File: config.mk
export PLATFORM = sky130hd
export DESIGN_NAME = rbm_div_step
export DESIGN_NICKNAME = d
export VERILOG_FILES = /design/src/rtl/rbm_pkg.sv /design/src/rtl/rbm_div_step.sv
export SDC_FILE = /design/constraint.sdc
export NUM_CORES = 1
export LEC_CHECK = 0
export BUFFER_PORTS_ARGS = -buffer_cell sky130_fd_sc_hd__buf_4
export CAP_MARGIN = 20
export CORE_MARGIN = 2
export CORE_UTILIZATION = 54
export DETAILED_ROUTE_END_ITERATION = 10
export HOLD_SLACK_MARGIN = 0.06
export PLACE_DENSITY = 0.88
export SLEW_MARGIN = 25
export SYNTH_ARGS = -nofsm -noshare
export SYNTH_HDL_FRONTEND = slang
export SYNTH_SLANG_ARGS = --single-unit
File: constraint.sdc
create_clock -name clock -period 9.6 [get_ports clock]
set_clock_uncertainty 0.2 [all_clocks]
set_input_delay 1.92 -clock clock [delete_from_list [all_inputs] [get_ports clock]]
set_output_delay 1.92 -clock clock [all_outputs]
set_load 0.02 [all_outputs]
File: src/rtl/rbm_pkg.sv
// Shared types and constants for the RGBA blend mode unit.
package rbm_pkg;

   localparam int unsigned CHAN_W    = 8;
   localparam int unsigned PROD_W    = 2 * CHAN_W;
   localparam int unsigned WGT_W     = 16;
   localparam int unsigned NUM_W     = 25;
   localparam int unsigned DIV_STEPS = CHAN_W;

   typedef enum logic [3:0] {
      BLEND_PAINT      = 4'd0,
      BLEND_OVER       = 4'd1,
      BLEND_SUB        = 4'd2,
      BLEND_MAX        = 4'd3,
      BLEND_SUB_CLAMP  = 4'd4,
      BLEND_MUL_ALPHA  = 4'd5,
      BLEND_ISECT      = 4'd6,
      BLEND_ISECT_FILL = 4'd7,
      BLEND_PRODUCT    = 4'd8,
      BLEND_MIDPOINT   = 4'd9
   } mode_type;

   typedef struct packed {
      logic [3:0]        req_type;
      logic [CHAN_W-1:0] dst_red;
      logic [CHAN_W-1:0] dst_green;
      logic [CHAN_W-1:0] dst_blue;
      logic [CHAN_W-1:0] dst_alpha;
      logic [CHAN_W-1:0] src_red;
      logic [CHAN_W-1:0] src_green;
      logic [CHAN_W-1:0] src_blue;
      logic [CHAN_W-1:0] src_alpha;
   } req_word_type;

   typedef struct packed {
      logic [CHAN_W-1:0] out_red;
      logic [CHAN_W-1:0] out_green;
      logic [CHAN_W-1:0] out_blue;
      logic [CHAN_W-1:0] out_alpha;
   } rsp_word_type;

   // Word carried through the divider pipeline: over-mode partial
   // remainders and quotients per RGB channel plus the finished result.
   typedef struct packed {
      logic [2:0][NUM_W-1:0]  rem;
      logic [2:0][CHAN_W-1:0] quo;
      logic [WGT_W-1:0]       wgt;
      logic                   use_div;
      rsp_word_type           res;
   } div_word_type;

endpackage

File: src/rtl/rbm_div_step.sv
// One restoring-division stage: resolves one quotient bit for each RGB channel.
module rbm_div_step #(
   parameter int unsigned BIT = 0
) (
   input  logic                  clock,
   input  logic                  reset,
   input  logic                  in_valid,
   output logic                  in_ready,
   input  rbm_pkg::div_word_type in_data,
   output logic                  out_valid,
   input  logic                  out_ready,
   output rbm_pkg::div_word_type out_data
);
   import rbm_pkg::*;

   logic         valid_ff;
   div_word_type word_ff, word_in;
   logic [NUM_W-1:0] trial;

   assign in_ready = !valid_ff || out_ready;

   // Subtract the shifted divisor where it fits and set this quotient bit.
   always_comb begin
      word_in = in_data;
      trial   = NUM_W'(in_data.wgt) << BIT;
      for (int c = 0; c < 3; c++) begin
         if (in_data.rem[c] >= trial) begin
            word_in.rem[c]      = in_data.rem[c] - trial;
            word_in.quo[c][BIT] = 1'b1;
         end
      end
   end

   always_ff @(posedge clock) begin
      if (reset) begin
         valid_ff <= 1'b0;
      end else if (in_ready) begin
         valid_ff <= in_valid;
      end
   end

   always_ff @(posedge clock) begin
      if (in_ready) begin
         word_ff <= word_in;
      end
   end

   assign out_valid = valid_ff;
   assign out_data  = word_ff;

endmodule

### After elaboration in Yosys (flattened, before gate mapping)

Index checks and enable logic that the tools add are counted.

* logic and storage cells: 27
* output and inout port bits: 150
* bits in registers: 149

* add/sub/neg operators: 3
* muxes and demuxes: 3
* reduce and logical (&&, ||, !) cells: 2
* $lt $le $gt $ge: 3

Operators with widths (count)
* $ge 25x16->1: 3
* $mux 25: 3
* $sub 25x16->25: 3
* $logic_not 1->1: 1
* $logic_or 1x1->1: 1

### Depth between registers and ports, before layout

Gate-level depths: netlist of run 1.

* depth after elaboration: 2
* depth in mapped cells: 12
* mapped depth without buffers: 10

### Least setup slack after synthesis of run 1

Ideal clock, no wire load.

* path kind: input port to output port
* start: in out_ready
* end: out in_ready
* stages on the path: 1
* arrival time: 5.641 ns
* path slack: 1.839 ns
* path through: nand2b_1

* cells in the longest elaborated chain, start to end: 1

RTL lines
* start, declared: line rbm_div_step.sv:11 `input logic out_ready,`
* $logic_or 1x1->1: line rbm_div_step.sv:20 `assign in_ready = !valid_ff || out_ready;`
* end, declared: line rbm_div_step.sv:8 `output logic in_ready,`

No other way between the ends.

### Final worst setup path of run 1

Same ends and word-level chain as after synthesis.

==> metrics.yaml, run 1 <==
synth_top_family_by_area: "compound AO/OA/AOI/OAI gates"
hold_class: "flip-flop to flip-flop"
hold_end: "out_data[60]"
drt-pass1-iter-count: 6
yosys_register_bits: 149
cts_tree: "yes"
grt_usage_pct: 28.63
hold_ws_ps: 931.3
fp.dieArea_sq_mm: 0.01614
synth.cell_area_sq_mm: 0.008177
rows: 44
synth.area.top_cells: "edfxtp_1 54%, ha_1 7.3%, xor2_1 3.7%, o21ai_0 3.6%, nand2_1 3.4%"
crit_buf_inv: 3
ctsResizeCount: 0
clk_pin_slew_ps: 60
synth_compound_area_share_pct: 13.99
hold_viol_final: 0
worst_setup_path_end_kind: "output pin"
status: "finished, final reports clean"
cts_made_buffers: 17
setup-violations-final: 0
crit_path_start_kind: "input pin"
fp.dieW_um: 127.1
cp.required_ps: 7480
cp_max_fo: 75
start_util_pct: 55.84
ff2ff_path_depth: 3
drc: 0
synthMuxAreaShare_pct: 1.056
antenna_found_initial: 0
nNetsFinal: 1215
r2r-end: "out_data[122]"
max_cap_viol_count: 0
dp_hpwl_um: 18000
wl_per_cell_um: 19.40
power_frac_seq_pct: 42.8
rsz0062_at_grt: "no"
combPwrFrac_pct: 26.0
cpPeakStageDelay_ps: 710
synth_common_cells: "148 x edfxtp_1, 75 x nand2_1, 58 x o21ai_0"
synth_cell_types: 63
critPathSlowestCell: "buf_4"
worstPathCellList: "buf_4 > nand2b_4 > buf_4 > buf_4"
synth_ff_type: "edfxtp_1"
ys_warn_count: 0
p_clk_share_pct: 31.2
clk_path_buf_depth: 2
fillCellCount: 960
grt_max_degree: 77
ys_async_sr_fraction_pct: 0
cp_top_family: "buffers and inverters"
cts_setup_buffers: 0
synth-edff-count: 148
power.internal_mw: 1.367
synth_top_area_share_pct: 54.35
fin_crit_ps: 5206
first_iter_violations: 611
synth_sequential_area_ratio_pct: 54.60
finalSetupTns_ps: 0
syn2layout_area_growth_pct: 36.19
worst_slack_ps: 4394
avgSynthCellArea_sq_um: 11.52
hold_start: "out_valid"
switching_share_pct: 29.76
yosys.area_share.adder_pct: 8.080
pre_cts_slack_ps: 4135
synth-xor-area-share_pct: 6.427
synth_most_common_cell: "edfxtp_1"
holdBufCountCts: 0
cp_common_cell: "buf_4"
pin_count: 302
synthesis.instances: 710
maxSlewViolCount: 0
reg2reg_setup_slack_ps: 6930
syn_nets: 913
slew_headroom_pct: 35.99
gp_congestion: 0.9292
power_density_mw_per_mm2: 174.7
die_h_um: 127.1
clock-sinks: 149
critPathKind: "input pin to output pin"
cts_max_level: 4
vias: 6833
grt_pass1_vias: 6589
root_buffer: "clkbuf_16"
io_buffers: 301
yosys.area.top_type: "edfxtp_1"
worst_pin_slew_ps: 960.1
ant_nets: 0
whs_path_depth: 2
core_sq_mm: 0.01464
grt_pass1_wl_um: 35450
arrival_ps: 3090
grt_overflow: 0
insertion_delay_ps: 420
power.leakage_nw: 4.827
power_switching_mw: 0.5790
antennaDiodeCount: 0
finalCritPeriodShare_pct: 54.23
irDropWorstVdd_v: 0.0001203
drive_above_1_share_pct: 34.15
fmax_ghz: 0.1921
avgViaCountPerCell: 5.652
yosys.area_share.simple_pct: 13.50
routed_wl_um: 23450
r2r_start: "out_valid"
[layout by cell type (no fill, tap or decap), types with 13 or more instances in the layout]
master / instances
nor2_1: 32
xnor2_1: 25
clkbuf_16: 17
nand2b_1: 22
nor3_1: 13
xor2_1: 35
nand2_1: 75
nand3_1: 15
o21ai_0: 58
ha_1: 48
edfxtp_1: 148
a21o_1: 20
buf_4: 303
inv_1: 26
a21oi_1: 40
[worst max-delay path by stage]
| stage | cells after the start | start | slack (ps) | endpoint |
|---|---|---|---|---|
| detailed placement | 10 | in_data[48] | 4130 | out_data[91] |
| global route | 4 | out_ready | 4300 | in_ready |
| global placement | 10 | in_data[44] | 4320 | out_data[122] |
| CTS | 4 | out_ready | 4370 | in_ready |
| floorplan | 1 | out_ready | 1840 | in_ready |
| finish | 4 | out_ready | 4390 | in_ready |
[metal layers]
metal | vias up | routed length, um | GRT usage [%]
met5 | - | 0 | 0
met3 | 31 | 1738 | 5.905
met4 | 0 | 476 | 9.114
li1 | 3282 | - | -
met2 | 320 | 11950 | 50.32
met1 | 3200 | 9291 | 35.72
[state kept, by name, summed over array words and instances (netlist names)]
signal,count
out_data,148
out_valid,1
[cell type report]
cell class	count	area (sq um)	area share (%)
Clock inverter	13	96.34	0.8652
Inverter	26	97.59	0.8764
Clock buffer	19	442.9	3.978
Timing Repair Buffer	303	2275	20.43
Sequential cell	149	4464	40.09
Tap cell	184	230.2	2.067
Multi-Input combinational cell	515	3530	31.70
[stage by stage]
step | instance area [sq um] | utilization [%] | total power, mW | instances
after floorplan | 8177 | - | 1.122 | 710
after global placement | 10590 | 72.34 | 1.334 | 1177
after detailed placement | 10600 | 72.35 | 1.346 | 1177
after CTS | 11130 | 76.03 | 1.950 | 1209
after global routing | 11140 | 76.04 | 2.020 | 1209
final | 11140 | 76.04 | 1.946 | 1209
[tightest hold or removal path: stages (launching register included)]
cell and delay [ps]:
dfxtp_1 400, nand2b_4 60, buf_4 390
[power groups by stage]
stage / combinational, mW / sequential (mW) / clock, mW
4_1_cts: 0.504 / 0.834 / 0.613
3_5_place_dp: 0.500 / 0.846 / 0
6_report: 0.506 / 0.833 / 0.607
2_1_floorplan: 0.176 / 0.946 / 0
3_3_place_gp: 0.493 / 0.841 / 0
5_1_grt: 0.541 / 0.839 / 0.640
[logic make-up after synthesis]
kind of cell             after synthesis
XOR/XNOR                              60
flip-flops                           149
buffers and inverters                 46
AO/OA/AOI/OAI                        182
adder cells (fa/ha/maj)               51
AND/OR/NAND/NOR                      214
multiplexers                           8
Note: power is estimated with default switching activity, not from simulation.
==> run 2: changes to the inputs <==
--- a/config.mk
+++ b/config.mk
@@ -8,10 +8,10 @@
 export BUFFER_PORTS_ARGS = -buffer_cell sky130_fd_sc_hd__buf_4
 export CAP_MARGIN = 20
 export CORE_MARGIN = 2
-export CORE_UTILIZATION = 54
+export CORE_UTILIZATION = 45
 export DETAILED_ROUTE_END_ITERATION = 10
 export HOLD_SLACK_MARGIN = 0.06
-export PLACE_DENSITY = 0.88
+export PLACE_DENSITY = 0.79
 export SLEW_MARGIN = 25
 export SYNTH_ARGS = -nofsm -noshare
 export SYNTH_HDL_FRONTEND = slang
==> constraint.sdc (replaced) <==
create_clock -name clock -period 4.4 [get_ports clock]
set_clock_uncertainty 0.2 [all_clocks]
set_input_delay 0.88 -clock clock [delete_from_list [all_inputs] [get_ports clock]]
set_output_delay 0.88 -clock clock [all_outputs]
set_load 0.02 [all_outputs]
==> metrics.yaml, run 2 (synthesis results as in run 1) <==
status: "finished, final reports clean"
io_buffers: 301
slew_headroom_pct: 45.32
holdBufCountCts: 0
start_util_pct: 45.67
wl_per_cell_um: 18.59
antenna_found_initial: 0
hold_start: "reset"
rows: 49
syn2layout_area_growth_pct: 38.16
grt_max_degree: 125
rsz0062_at_grt: "no"
drc: 0
core_sq_mm: 0.01790
critPathKind: "input pin to flip-flop"
hold_end: "out_valid"
die_h_um: 138.8
cp_max_fo: 8
setup-violations-final: 0
cp.required_ps: 4360
hold_ws_ps: 399.0
antennaDiodeCount: 0
drive_above_1_share_pct: 34.14
clk_pin_slew_ps: 70
ff2ff_path_depth: 2
irDropWorstVdd_v: 0.0003006
clock-sinks: 149
cts_made_buffers: 17
gp_congestion: 0.9106
grt_overflow: 0
drt-pass1-iter-count: 4
r2r-end: "out_data[107]"
nNetsFinal: 1218
ctsResizeCount: 0
pin_count: 302
hold_viol_final: 0
grt_usage_pct: 23.80
final_common_cell: "buf_4"
hold_class: "input pin to flip-flop"
whs_path_depth: 2
crit_path_start_kind: "input pin"
fp.dieArea_sq_mm: 0.01926
fp.dieW_um: 138.8
final_cell_mix: "305 x buf_4, 148 x edfxtp_1, 75 x nand2_1, 58 x o21ai_0, 48 x ha_1"
insertion_delay_ps: 420
largest_reg_flops: 148
cts_max_level: 4
dp_hpwl_um: 17860
avgViaCountPerCell: 5.354
worst_setup_path_end_kind: "flip-flop"
arrival_ps: 3550
clk_path_buf_depth: 2
finalSetupTns_ps: 0
cts_setup_buffers: 0
power_density_mw_per_mm2: 392.6
vias: 6730
max_cap_viol_count: 0
maxSlewViolCount: 0
reg2reg_setup_slack_ps: 2430
worst_pin_slew_ps: 799.5
root_buffer: "clkbuf_16"
fin_crit_ps: 3591
r2r_start: "out_valid"
p_total_mw: 4.435
grt_pass1_wl_um: 35620
routed_wl_um: 23370
fmax_ghz: 0.2785
ant_nets: 0
power.leakage_nw: 4.901
first_iter_violations: 451
finalCritPeriodShare_pct: 81.60
cts_tree: "yes"
grt_pass1_vias: 6628
[run 2: cell count changes in the layout (fill, tap and decap cells not counted), sizes merged]
cell	previous run	this run
buf	303	306
bufinv	0	2
clkbuf	19	17
clkinvlp	5	1
inv	31	35
[run 2: worst max-delay path: stages]
cell       delay [ps]
buf_4              80
inv_1             130
ha_1              460
nand4b_1          180
or3_1             350
a2111oi_0         380
and4bb_1          350
a211o_1           340
nor3_1            270
xor2_1            130
[run 2: through the flow]
stage                     cell area [sq um]  worst slack [ps]  std cells  util (%)
final                                 11300             809.5       1257     63.10
after global placement                10690             462.3       1225     59.69
after global routing                  11300             627.9       1257     63.10
after CTS                             11300             845.5       1257     63.10
after floorplan                        8179             462.9        710         -
after detailed placement              10690             390.7       1225     59.69
[run 2: how the worst max path moves through the flow]
stage,endpoint,cells past startpoint,start,slack [ps]
2_1_floorplan,in_ready,1,out_ready,460
3_3_place_gp,out_data[91],10,in_data[47],460
3_5_place_dp,out_data[93],10,in_data[48],390
4_1_cts,out_data[93],10,in_data[48],850
5_1_grt,out_data[96],9,in_data[48],630
6_report,out_data[93],10,in_data[48],810
[run 2: report_power, final]
part | internal (mW) | switching (mW) | total (mW)
Combinational | 0.477 | 0.617 | 1.09
Clock | 0.865 | 0.663 | 1.53
Sequential | 1.76 | 0.0500 | 1.81
[run 2: layer usage]
| layer | GRT usage, % | wire length [um] |
|---|---|---|
| met1 | 28.59 | 9490 |
| met2 | 42.39 | 11970 |
| met3 | 5.110 | 1216 |
| met4 | 8.293 | 699 |
| met5 | 0 | 0 |
[run 2: final cells by class]
cell class / instances / area, sq um
Fill cell: 1421 / 6605
Sequential cell: 149 / 4464
Multi-Input combinational cell: 515 / 3527
Timing Repair Buffer: 306 / 2310
Clock buffer: 17 / 425.4
Tap cell: 229 / 286.5
Clock inverter: 15 / 186.4
Inverter: 26 / 97.59
