## config.mk

```make
export PLATFORM = sky130hd
export DESIGN_NAME = rbm_front
export DESIGN_NICKNAME = d
export VERILOG_FILES = /design/src/rtl/rbm_pkg.sv /design/src/rtl/rbm_front.sv
export SDC_FILE = /design/constraint.sdc
export NUM_CORES = 2
export LEC_CHECK = 0
export BUFFER_PORTS_ARGS = -buffer_cell sky130_fd_sc_hd__buf_2
export CORE_UTILIZATION = 65
export DETAILED_ROUTE_END_ITERATION = 6
export PLACE_DENSITY = 0.83
export SKIP_CTS_REPAIR_TIMING = 1
export SYNTH_ARGS = -nofsm -noshare
export SYNTH_HDL_FRONTEND = slang
export SYNTH_SLANG_ARGS = --single-unit
export TNS_END_PERCENT = 10
```

## constraint.sdc

```tcl
create_clock -name clock -period 9.2 [get_ports clock]
set_input_delay 0.46 -clock clock [delete_from_list [all_inputs] [get_ports clock]]
set_output_delay 0.46 -clock clock [all_outputs]
set_load 0.03 [all_outputs]
```

## src/rtl/rbm_pkg.sv

```systemverilog
// Shared types and constants for the RGBA blend mode unit.
package rbm_pkg;

   localparam int unsigned CHAN_W    = 8;
   localparam int unsigned PROD_W    = 2 * CHAN_W;
   localparam int unsigned WGT_W     = 16;
   localparam int unsigned NUM_W     = 25;
   localparam int unsigned DIV_STEPS = CHAN_W;

   typedef enum logic [3:0] {
      BLEND_PAINT      = 4'd0,
      BLEND_OVER       = 4'd1,
      BLEND_SUB        = 4'd2,
      BLEND_MAX        = 4'd3,
      BLEND_SUB_CLAMP  = 4'd4,
      BLEND_MUL_ALPHA  = 4'd5,
      BLEND_ISECT      = 4'd6,
      BLEND_ISECT_FILL = 4'd7,
      BLEND_PRODUCT    = 4'd8,
      BLEND_MIDPOINT   = 4'd9
   } mode_type;

   typedef struct packed {
      logic [3:0]        req_type;
      logic [CHAN_W-1:0] dst_red;
      logic [CHAN_W-1:0] dst_green;
      logic [CHAN_W-1:0] dst_blue;
      logic [CHAN_W-1:0] dst_alpha;
      logic [CHAN_W-1:0] src_red;
      logic [CHAN_W-1:0] src_green;
      logic [CHAN_W-1:0] src_blue;
      logic [CHAN_W-1:0] src_alpha;
   } req_word_type;

   typedef struct packed {
      logic [CHAN_W-1:0] out_red;
      logic [CHAN_W-1:0] out_green;
      logic [CHAN_W-1:0] out_blue;
      logic [CHAN_W-1:0] out_alpha;
   } rsp_word_type;

   // Word carried through the divider pipeline: over-mode partial
   // remainders and quotients per RGB channel plus the finished result.
   typedef struct packed {
      logic [2:0][NUM_W-1:0]  rem;
      logic [2:0][CHAN_W-1:0] quo;
      logic [WGT_W-1:0]       wgt;
      logic                   use_div;
      rsp_word_type           res;
   } div_word_type;

endpackage

```

## src/rtl/rbm_front.sv

```systemverilog
// Front pipeline: channel products, simple blend modes and over-mode dividend.
module rbm_front (
   input  logic                clock,
   input  logic                reset,
   input  logic                in_valid,
   output logic                in_ready,
   input  rbm_pkg::req_word_type in_data,
   output logic                out_valid,
   input  logic                out_ready,
   output rbm_pkg::div_word_type out_data
);
   import rbm_pkg::*;

   // Exact x/255 for any 16-bit x whose quotient fits in eight bits.
   function automatic logic [CHAN_W-1:0] div255(input logic [PROD_W-1:0] x);
      logic [PROD_W:0] t;
      t = {1'b0, x} + (PROD_W+1)'(1) + {{(CHAN_W+1){1'b0}}, x[PROD_W-1:CHAN_W]};
      return t[PROD_W-1:CHAN_W];
   endfunction

   logic s1_ready, s2_ready, s3_ready;

   // Stage 1 registers: operands and all 8x8 products.
   logic                   v1_ff;
   logic [3:0]             mode1_ff;
   logic [3:0][CHAN_W-1:0] d1_ff, d1_in;
   logic [3:0][CHAN_W-1:0] s1_ff, s1_in;
   logic [3:0][PROD_W-1:0] ds1_ff, ds1_in;
   logic [3:0][PROD_W-1:0] dsa1_ff, dsa1_in;
   logic [2:0][PROD_W-1:0] dinv1_ff, dinv1_in;
   logic [2:0][PROD_W-1:0] ssa1_ff, ssa1_in;
   logic [PROD_W-1:0]      dainv1_ff, dainv1_in;
   logic [CHAN_W-1:0]      inv_sa;

   // Stage 2 registers: simple-mode result and over-mode terms.
   logic                   v2_ff;
   rsp_word_type           res2_ff, res2_in;
   logic [2:0][23:0]       sc2_ff, sc2_in;
   logic [2:0][23:0]       pd2_ff, pd2_in;
   logic [WGT_W-1:0]       wgt2_ff, wgt2_in;
   logic                   over2_ff, over2_in;

   // Stage 3 register: word handed to the divider.
   logic                   v3_ff;
   div_word_type           w3_ff, w3_in;

   assign s3_ready = !v3_ff || out_ready;
   assign s2_ready = !v2_ff || s3_ready;
   assign s1_ready = !v1_ff || s2_ready;
   assign in_ready = s1_ready;

   // Stage 1 products.
   always_comb begin
      d1_in  = {in_data.dst_alpha, in_data.dst_blue, in_data.dst_green, in_data.dst_red};
      s1_in  = {in_data.src_alpha, in_data.src_blue, in_data.src_green, in_data.src_red};
      inv_sa = 8'd255 - in_data.src_alpha;
      for (int i = 0; i < 4; i++) begin
         ds1_in[i]  = PROD_W'(d1_in[i]) * PROD_W'(s1_in[i]);
         dsa1_in[i] = PROD_W'(d1_in[i]) * PROD_W'(in_data.src_alpha);
      end
      for (int i = 0; i < 3; i++) begin
         dinv1_in[i] = PROD_W'(d1_in[i]) * PROD_W'(inv_sa);
         ssa1_in[i]  = PROD_W'(s1_in[i]) * PROD_W'(in_data.src_alpha);
      end
      dainv1_in = PROD_W'(in_data.dst_alpha) * PROD_W'(inv_sa);
   end

   // Stage 2 mode decode and over-mode terms.
   always_comb begin
      logic [3:0][CHAN_W-1:0] r;
      logic [CHAN_W-1:0]      da, sa, amin;
      logic [CHAN_W:0]        mid;
      da   = d1_ff[3];
      sa   = s1_ff[3];
      amin = (da < sa) ? da : sa;
      mid  = '0;
      r    = d1_ff;
      unique case (mode_type'(mode1_ff))
         BLEND_PAINT: begin
            for (int i = 0; i < 3; i++) r[i] = div255(dinv1_ff[i] + ssa1_ff[i]);
         end
         BLEND_OVER: begin
            r[3] = sa + div255(dainv1_ff);
         end
         BLEND_SUB: begin
            r[3] = (da > sa) ? da - sa : '0;
         end
         BLEND_MAX: begin
            for (int i = 0; i < 3; i++) r[i] = s1_ff[i];
            r[3] = (da > sa) ? da : sa;
         end
         BLEND_SUB_CLAMP: begin
            r[3] = (da < 8'd255 - sa) ? da : 8'd255 - sa;
         end
         BLEND_MUL_ALPHA: begin
            for (int i = 0; i < 4; i++) r[i] = div255(dsa1_ff[i]);
         end
         BLEND_ISECT: begin
            r[3] = amin;
         end
         BLEND_ISECT_FILL: begin
            r[3] = amin;
            if (amin != '0) begin
               for (int i = 0; i < 3; i++) r[i] = s1_ff[i];
            end
         end
         BLEND_PRODUCT: begin
            for (int i = 0; i < 4; i++) r[i] = div255(ds1_ff[i]);
         end
         BLEND_MIDPOINT: begin
            for (int i = 0; i < 4; i++) begin
               mid  = {1'b0, d1_ff[i]} + {1'b0, s1_ff[i]};
               r[i] = mid[CHAN_W:1];
            end
         end
         default: begin
            r = d1_ff;
         end
      endcase
      res2_in = '{out_red: r[0], out_green: r[1], out_blue: r[2], out_alpha: r[3]};

      // Over mode: 255*s*sa and d*da*(255-sa) per channel, and the weight.
      for (int i = 0; i < 3; i++) begin
         sc2_in[i] = (24'(ssa1_ff[i]) << CHAN_W) - 24'(ssa1_ff[i]);
         pd2_in[i] = 24'(d1_ff[i]) * 24'(dainv1_ff);
      end
      wgt2_in  = ({sa, 8'h00} - {8'h00, sa}) + dainv1_ff;
      over2_in = (mode_type'(mode1_ff) == BLEND_OVER);
   end

   // Stage 3 dividend sum.
   always_comb begin
      w3_in = '0;
      for (int i = 0; i < 3; i++) w3_in.rem[i] = NUM_W'(sc2_ff[i]) + NUM_W'(pd2_ff[i]);
      w3_in.wgt     = wgt2_ff;
      w3_in.use_div = over2_ff && (wgt2_ff != '0);
      w3_in.res     = res2_ff;
   end

   // Valid bits.
   always_ff @(posedge clock) begin
      if (reset) begin
         v1_ff <= 1'b0;
         v2_ff <= 1'b0;
         v3_ff <= 1'b0;
      end else begin
         if (s1_ready) v1_ff <= in_valid;
         if (s2_ready) v2_ff <= v1_ff;
         if (s3_ready) v3_ff <= v2_ff;
      end
   end

   // Payload registers.
   always_ff @(posedge clock) begin
      if (s1_ready) begin
         mode1_ff  <= in_data.req_type;
         d1_ff     <= d1_in;
         s1_ff     <= s1_in;
         ds1_ff    <= ds1_in;
         dsa1_ff   <= dsa1_in;
         dinv1_ff  <= dinv1_in;
         ssa1_ff   <= ssa1_in;
         dainv1_ff <= dainv1_in;
      end
      if (s2_ready) begin
         res2_ff  <= res2_in;
         sc2_ff   <= sc2_in;
         pd2_ff   <= pd2_in;
         wgt2_ff  <= wgt2_in;
         over2_ff <= over2_in;
      end
      if (s3_ready) begin
         w3_ff <= w3_in;
      end
   end

   assign out_valid = v3_ff;
   assign out_data  = w3_ff;

endmodule

```

Word-level counts from Yosys, hierarchy flattened. Index checks and enable logic that the tools add are counted.

Bits in registers: 612. Latch bits: 0. Bits in writable memories: 0. Bits in read-only memories: 0. Input port bits: 72. Output and inout bits: 150. Logic and storage cells: 136. Memories kept: 0.

$add $sub $neg: 41. $mul: 17. Divide/modulo/power cells: 0. Order comparisons: 3. Equality and inequality tests: 9. Shift-type cells: 0. Multiplexer cells: 7. Bitwise logic cells: 0. Reductions and logical operators: 12.

Operators with widths (count): multiplier 8 x 8 -> 16 bit (14); adder 16 x 1 -> 16 bit, second input constant (11); adder 16 x 8 -> 16 bit (11); one-hot mux 24 bit (6 select lines) (1); adder 24 x 24 -> 25 bit (3); multiplier 8 x 16 -> 24 bit (3); subtractor 24 x 16 -> 24 bit (3); adder 16 bit (4); one-hot mux 8 bit (7 select lines) (1); adder 8 x 8 -> 9 bit (4); 2-to-1 mux 8 bit (4); 2-to-1 mux 24 bit (1); == test 4 x 3 -> 1 bit, second input constant (4); less-than comparator 8 bit (2); nonzero test 16 bit (1); subtractor 16 x 8 -> 16 bit (1); subtractor 8 bit, first input constant (2); adder 8 bit (1); == test 4 x 2 -> 1 bit, second input constant (2); == test 4 bit, second input constant (2); greater-than comparator 8 bit (1); nonzero test 8 bit (1); subtractor 8 bit (1); == test 4 x 1 -> 1 bit, second input constant (1); 5 further kinds (10).

Depth between registers and ports, before layout.
Word-level depth: 5. Gate-level depth with buffers: 22.

Least setup slack after synthesis. OpenSTA, ideal clock, no wires.

Path kind: register to register. Start point: register v3_ff, in the netlist out_valid. End point: register d1_ff[0] (netlist bit), enable pin. Data arrival time: 5790 ps. Required time: 6922 ps. Path slack: 1132 ps. Cell stages (with the launch flop): 4. Path buffers: 0. Clock period less this slack: 8068 ps. Cell sequence: dfxtp_1 > nor2b_1 > and2_1 > nand2_1.

Cells in the longest elaborated chain, start to end: 4.

Ends and longest elaborated chain: start: declaration (line rbm_front.sv:44) `logic v3_ff;`; start signal: assignment (line rbm_front.sv:149) `if (s3_ready) v3_ff <= v2_ff;`; logical NOT 1 bit (line rbm_front.sv:47) `assign s3_ready = !v3_ff || out_ready;`; logical OR 1 bit (line rbm_front.sv:47); logical OR 1 bit (line rbm_front.sv:48) `assign s2_ready = !v2_ff || s3_ready;`; logical OR 1 bit (line rbm_front.sv:49) `assign s1_ready = !v1_ff || s2_ready;`; net in_ready (line rbm_front.sv:6) `output logic in_ready,`; end signal: assignment (line rbm_front.sv:157) `d1_ff <= d1_in;`; end: declaration (line rbm_front.sv:26) `logic [3:0][CHAN_W-1:0] d1_ff, d1_in;`.

The timed path passes the listed nets, and every way through them passes these cells. A chain may end at the register's enable or synchronous reset.

==> flow_metrics.tcl <==
set metrics [dict create \
    status "finished clean" \
    insertion_delay_ns 0.66 \
    syn2layout_area_growth_pct 6.26 \
    max_cap_viol_count 0 \
    place_ws_ns 3.12 \
    cp.arrival_ns 6.40 \
    routed_wl_mm 176 \
    grt_pass1_wl_mm 285 \
    die_w_um 338 \
    first_pass_iters 6 \
    grt_use_total_pct 31.5 \
    cts_root_buffer "clkbuf_16" \
    report.final.slew_viol_count 0 \
    yosysTopAreaCell "edfxtp_1" \
    final-setup-viol-count 0 \
    skew_ns 0.0329 \
    initial_core_util_pct 65.9 \
    place.port_buffers 197 \
    synth_area_per_cell_um2 9.74 \
    synthSimpleGateAreaFrac_pct 15.9 \
    final.period_utilization_pct 65.4 \
    worst-path-max-fanout 26 \
    syn-instance-count 7520 \
    synth_compound_area_share_pct 8.99 \
    synth_top_area_share_pct 25.0 \
    final_net_count 9352 \
    hold_viol_final 0 \
    grt_max_degree 129 \
    cts_buffers 71 \
    required_ns 9.59 \
    cp_top_family "adder cells" \
    synthesis.area_mm2 0.0732 \
    fin_crit_ns 6.01 \
    dieHeight_um 338 \
    worst_pin_slew_ns 1.37 \
    drt-initial-drc-count 4338 \
    synth_area_leaders "edfxtp_1, fa_1, ha_1" \
    fmax_mhz 166 \
    synth_top_family_by_area "adder cells" \
    core_region_area_mm2 0.111 \
    die-area_mm2 0.114 \
    worst_slack_ns 3.19 \
    synth_edf_count 609 \
    ant_nets 0 \
    grt_antenna_before_repair 10 \
    cp_common_cell "fa_1" \
    yosys.area_share.adder_pct 36.8 \
    grt_setup_unrepaired "no" \
    slowest_delay_ns 1.03 \
    synthArstFlopShare_pct 0 \
    synth_warnings 0 \
    row_count 122 \
    yosysSeqAreaShare_pct 25.0 \
    crit_slowest_cell "edfxtp_1" \
    ys.flop_type "edfxtp_1" \
    critPathBufInv 2 \
    hp-class "primary input to flip-flop" \
    cts_tree "built" \
    grt_pass1_vias 55854 \
    start_kind "flip-flop" \
    ctsLongestPathBuffers 3 \
    slew_headroom_pct 8.51 \
    ys_seq_elements 612 \
    path_clk_slew_ns 0.06 \
    synth_common_cells "inv_1, ha_1, fa_1, and2_1, edfxtp_1" \
    wl_per_cell_um 19.2 \
    timing.setup.tns_ns 0 \
    gp_congestion 0.950 \
    grt_overflow 0 \
    synthXorXnorAreaFrac_pct 5.24 \
    dp_hpwl_mm 131 \
    htreeDepth 3 \
    vias 54051 \
    layout-drive-gt1-share_pct 5.09 \
    yosysMostFrequentCell "inv_1" \
    cts_sinks 612 \
    path_class "flip-flop to flip-flop" \
    crit_chain "and2_1 -> fa_1 -> fa_1 -> fa_1 -> inv_1 -> fa_1 -> inv_1 -> ha_1 -> and2_1 -> or2_2 -> a31o_2 -> a211o_1 -> o31ai_1 -> o21ai_1 -> a211o_1 -> a21oi_1 -> xnor2_1" \
    synth_cell_type_count 85 \
    synthMuxAreaShare_pct 0.263 \
    drc 0 \
    vias_per_cell 5.91 \
    crit_path_end_kind "flip-flop" \
    num_io_pins 222 \
]
[metrics by stage]
| step | area (um^2) | cells | hold WS, ns | util, % |
|---|---|---|---|---|
| final | 77800 | 9140 | 0.0121 | 70.0 |
| after global placement | 75500 | 9004 | 0.402 | 67.9 |
| after detailed placement | 75500 | 9004 | 0.408 | 67.9 |
| after floorplan | 73300 | 7543 | 0.400 | - |
| after global routing | 77800 | 9138 | 0.00597 | 70.0 |
| after CTS | 77800 | 9132 | -0.0219 | 70.0 |
[routing by layer]
metal	wire [um]	GRT usage, %	up-vias
met5	23	0	-
met4	5900	11.2	4
met3	16100	5.87	399
met2	81700	51.6	2187
met1	71900	42.0	26704
li1	-	-	24757
[worst reg2reg max path: cells and delay by family, from the launching register on]
family | cells | cell delay [ns]
adders and majority gates | 5 | 2.21
AOI/OAI and AO/OA | 6 | 1.63
DFF | 1 | 1.03
and+or+nand+nor | 3 | 0.74
buffers and inverters | 2 | 0.09
xor gates and xnor gates | 1 | 0.08
[flip-flops by register name (all words and copies together) (netlist names), 32 cells and up]
signal	cells
pd2_ff	72
sc2_ff	72
ds1_ff	48
d1_ff	32
out_data	124
dsa1_ff	64
ssa1_ff	48
s1_ff	32
dinv1_ff	48
res2_ff	32
[worst paths after layout]
path,endpoint,depth (start not counted),start,slack (ns)
min,out_valid$_SDFFE_PP0P_,2,reset,0.01
max,pd2_ff[22]$_DFFE_PP_,17,dainv1_ff[2]$_DFFE_PP_,3.19
min reg2reg,out_data[20]$_DFFE_PP_,0,res2_ff[20]$_DFFE_PP_,0.42
max reg2reg,pd2_ff[22]$_DFFE_PP_,17,dainv1_ff[2]$_DFFE_PP_,3.19
[area by class of cell]
cell class,instances,area (um^2)
antenna,8,20.0
clock buffer,87,1920
clock inverter,41,427
fill,8086,33300
inverter,1211,4560
multi-input combinational,5450,49400
sequential,612,18300
tap,1488,1860
timing repair buffer,243,1340
[layout by cell type, fill, tap and decap left out, drive strengths merged, types with 33 or more instances in the layout]
master / Yosys / final
inv: 1211 / 1213
ha: 922 / 922
fa: 769 / 769
and2: 636 / 636
edfxtp: 609 / 609
nand2: 607 / 607
nor2: 336 / 336
xnor2: 335 / 335
a21oi: 272 / 272
buf: 46 / 243
o21ai: 213 / 213
nor2b: 199 / 199
nand2b: 162 / 162
nor3: 117 / 117
xor2: 103 / 103
clkbuf: 224 / 87
a21o: 86 / 86
a21boi: 70 / 70
o21a: 67 / 67
nand3: 60 / 60
or3: 38 / 38
a211oi: 33 / 33
[kinds of logic after synthesis]
kind of cell,Yosys count
AOI/OAI and AO/OA,1007
xor gates and xnor gates,438
adders and majority gates,1693
buffers and inverters,1481
DFF,612
muxes,19
other,1
and+or+nand+nor,2269
Power is not shown: default switching activity piles up to over one toggle a cycle in this logic, so the estimate is an artifact.
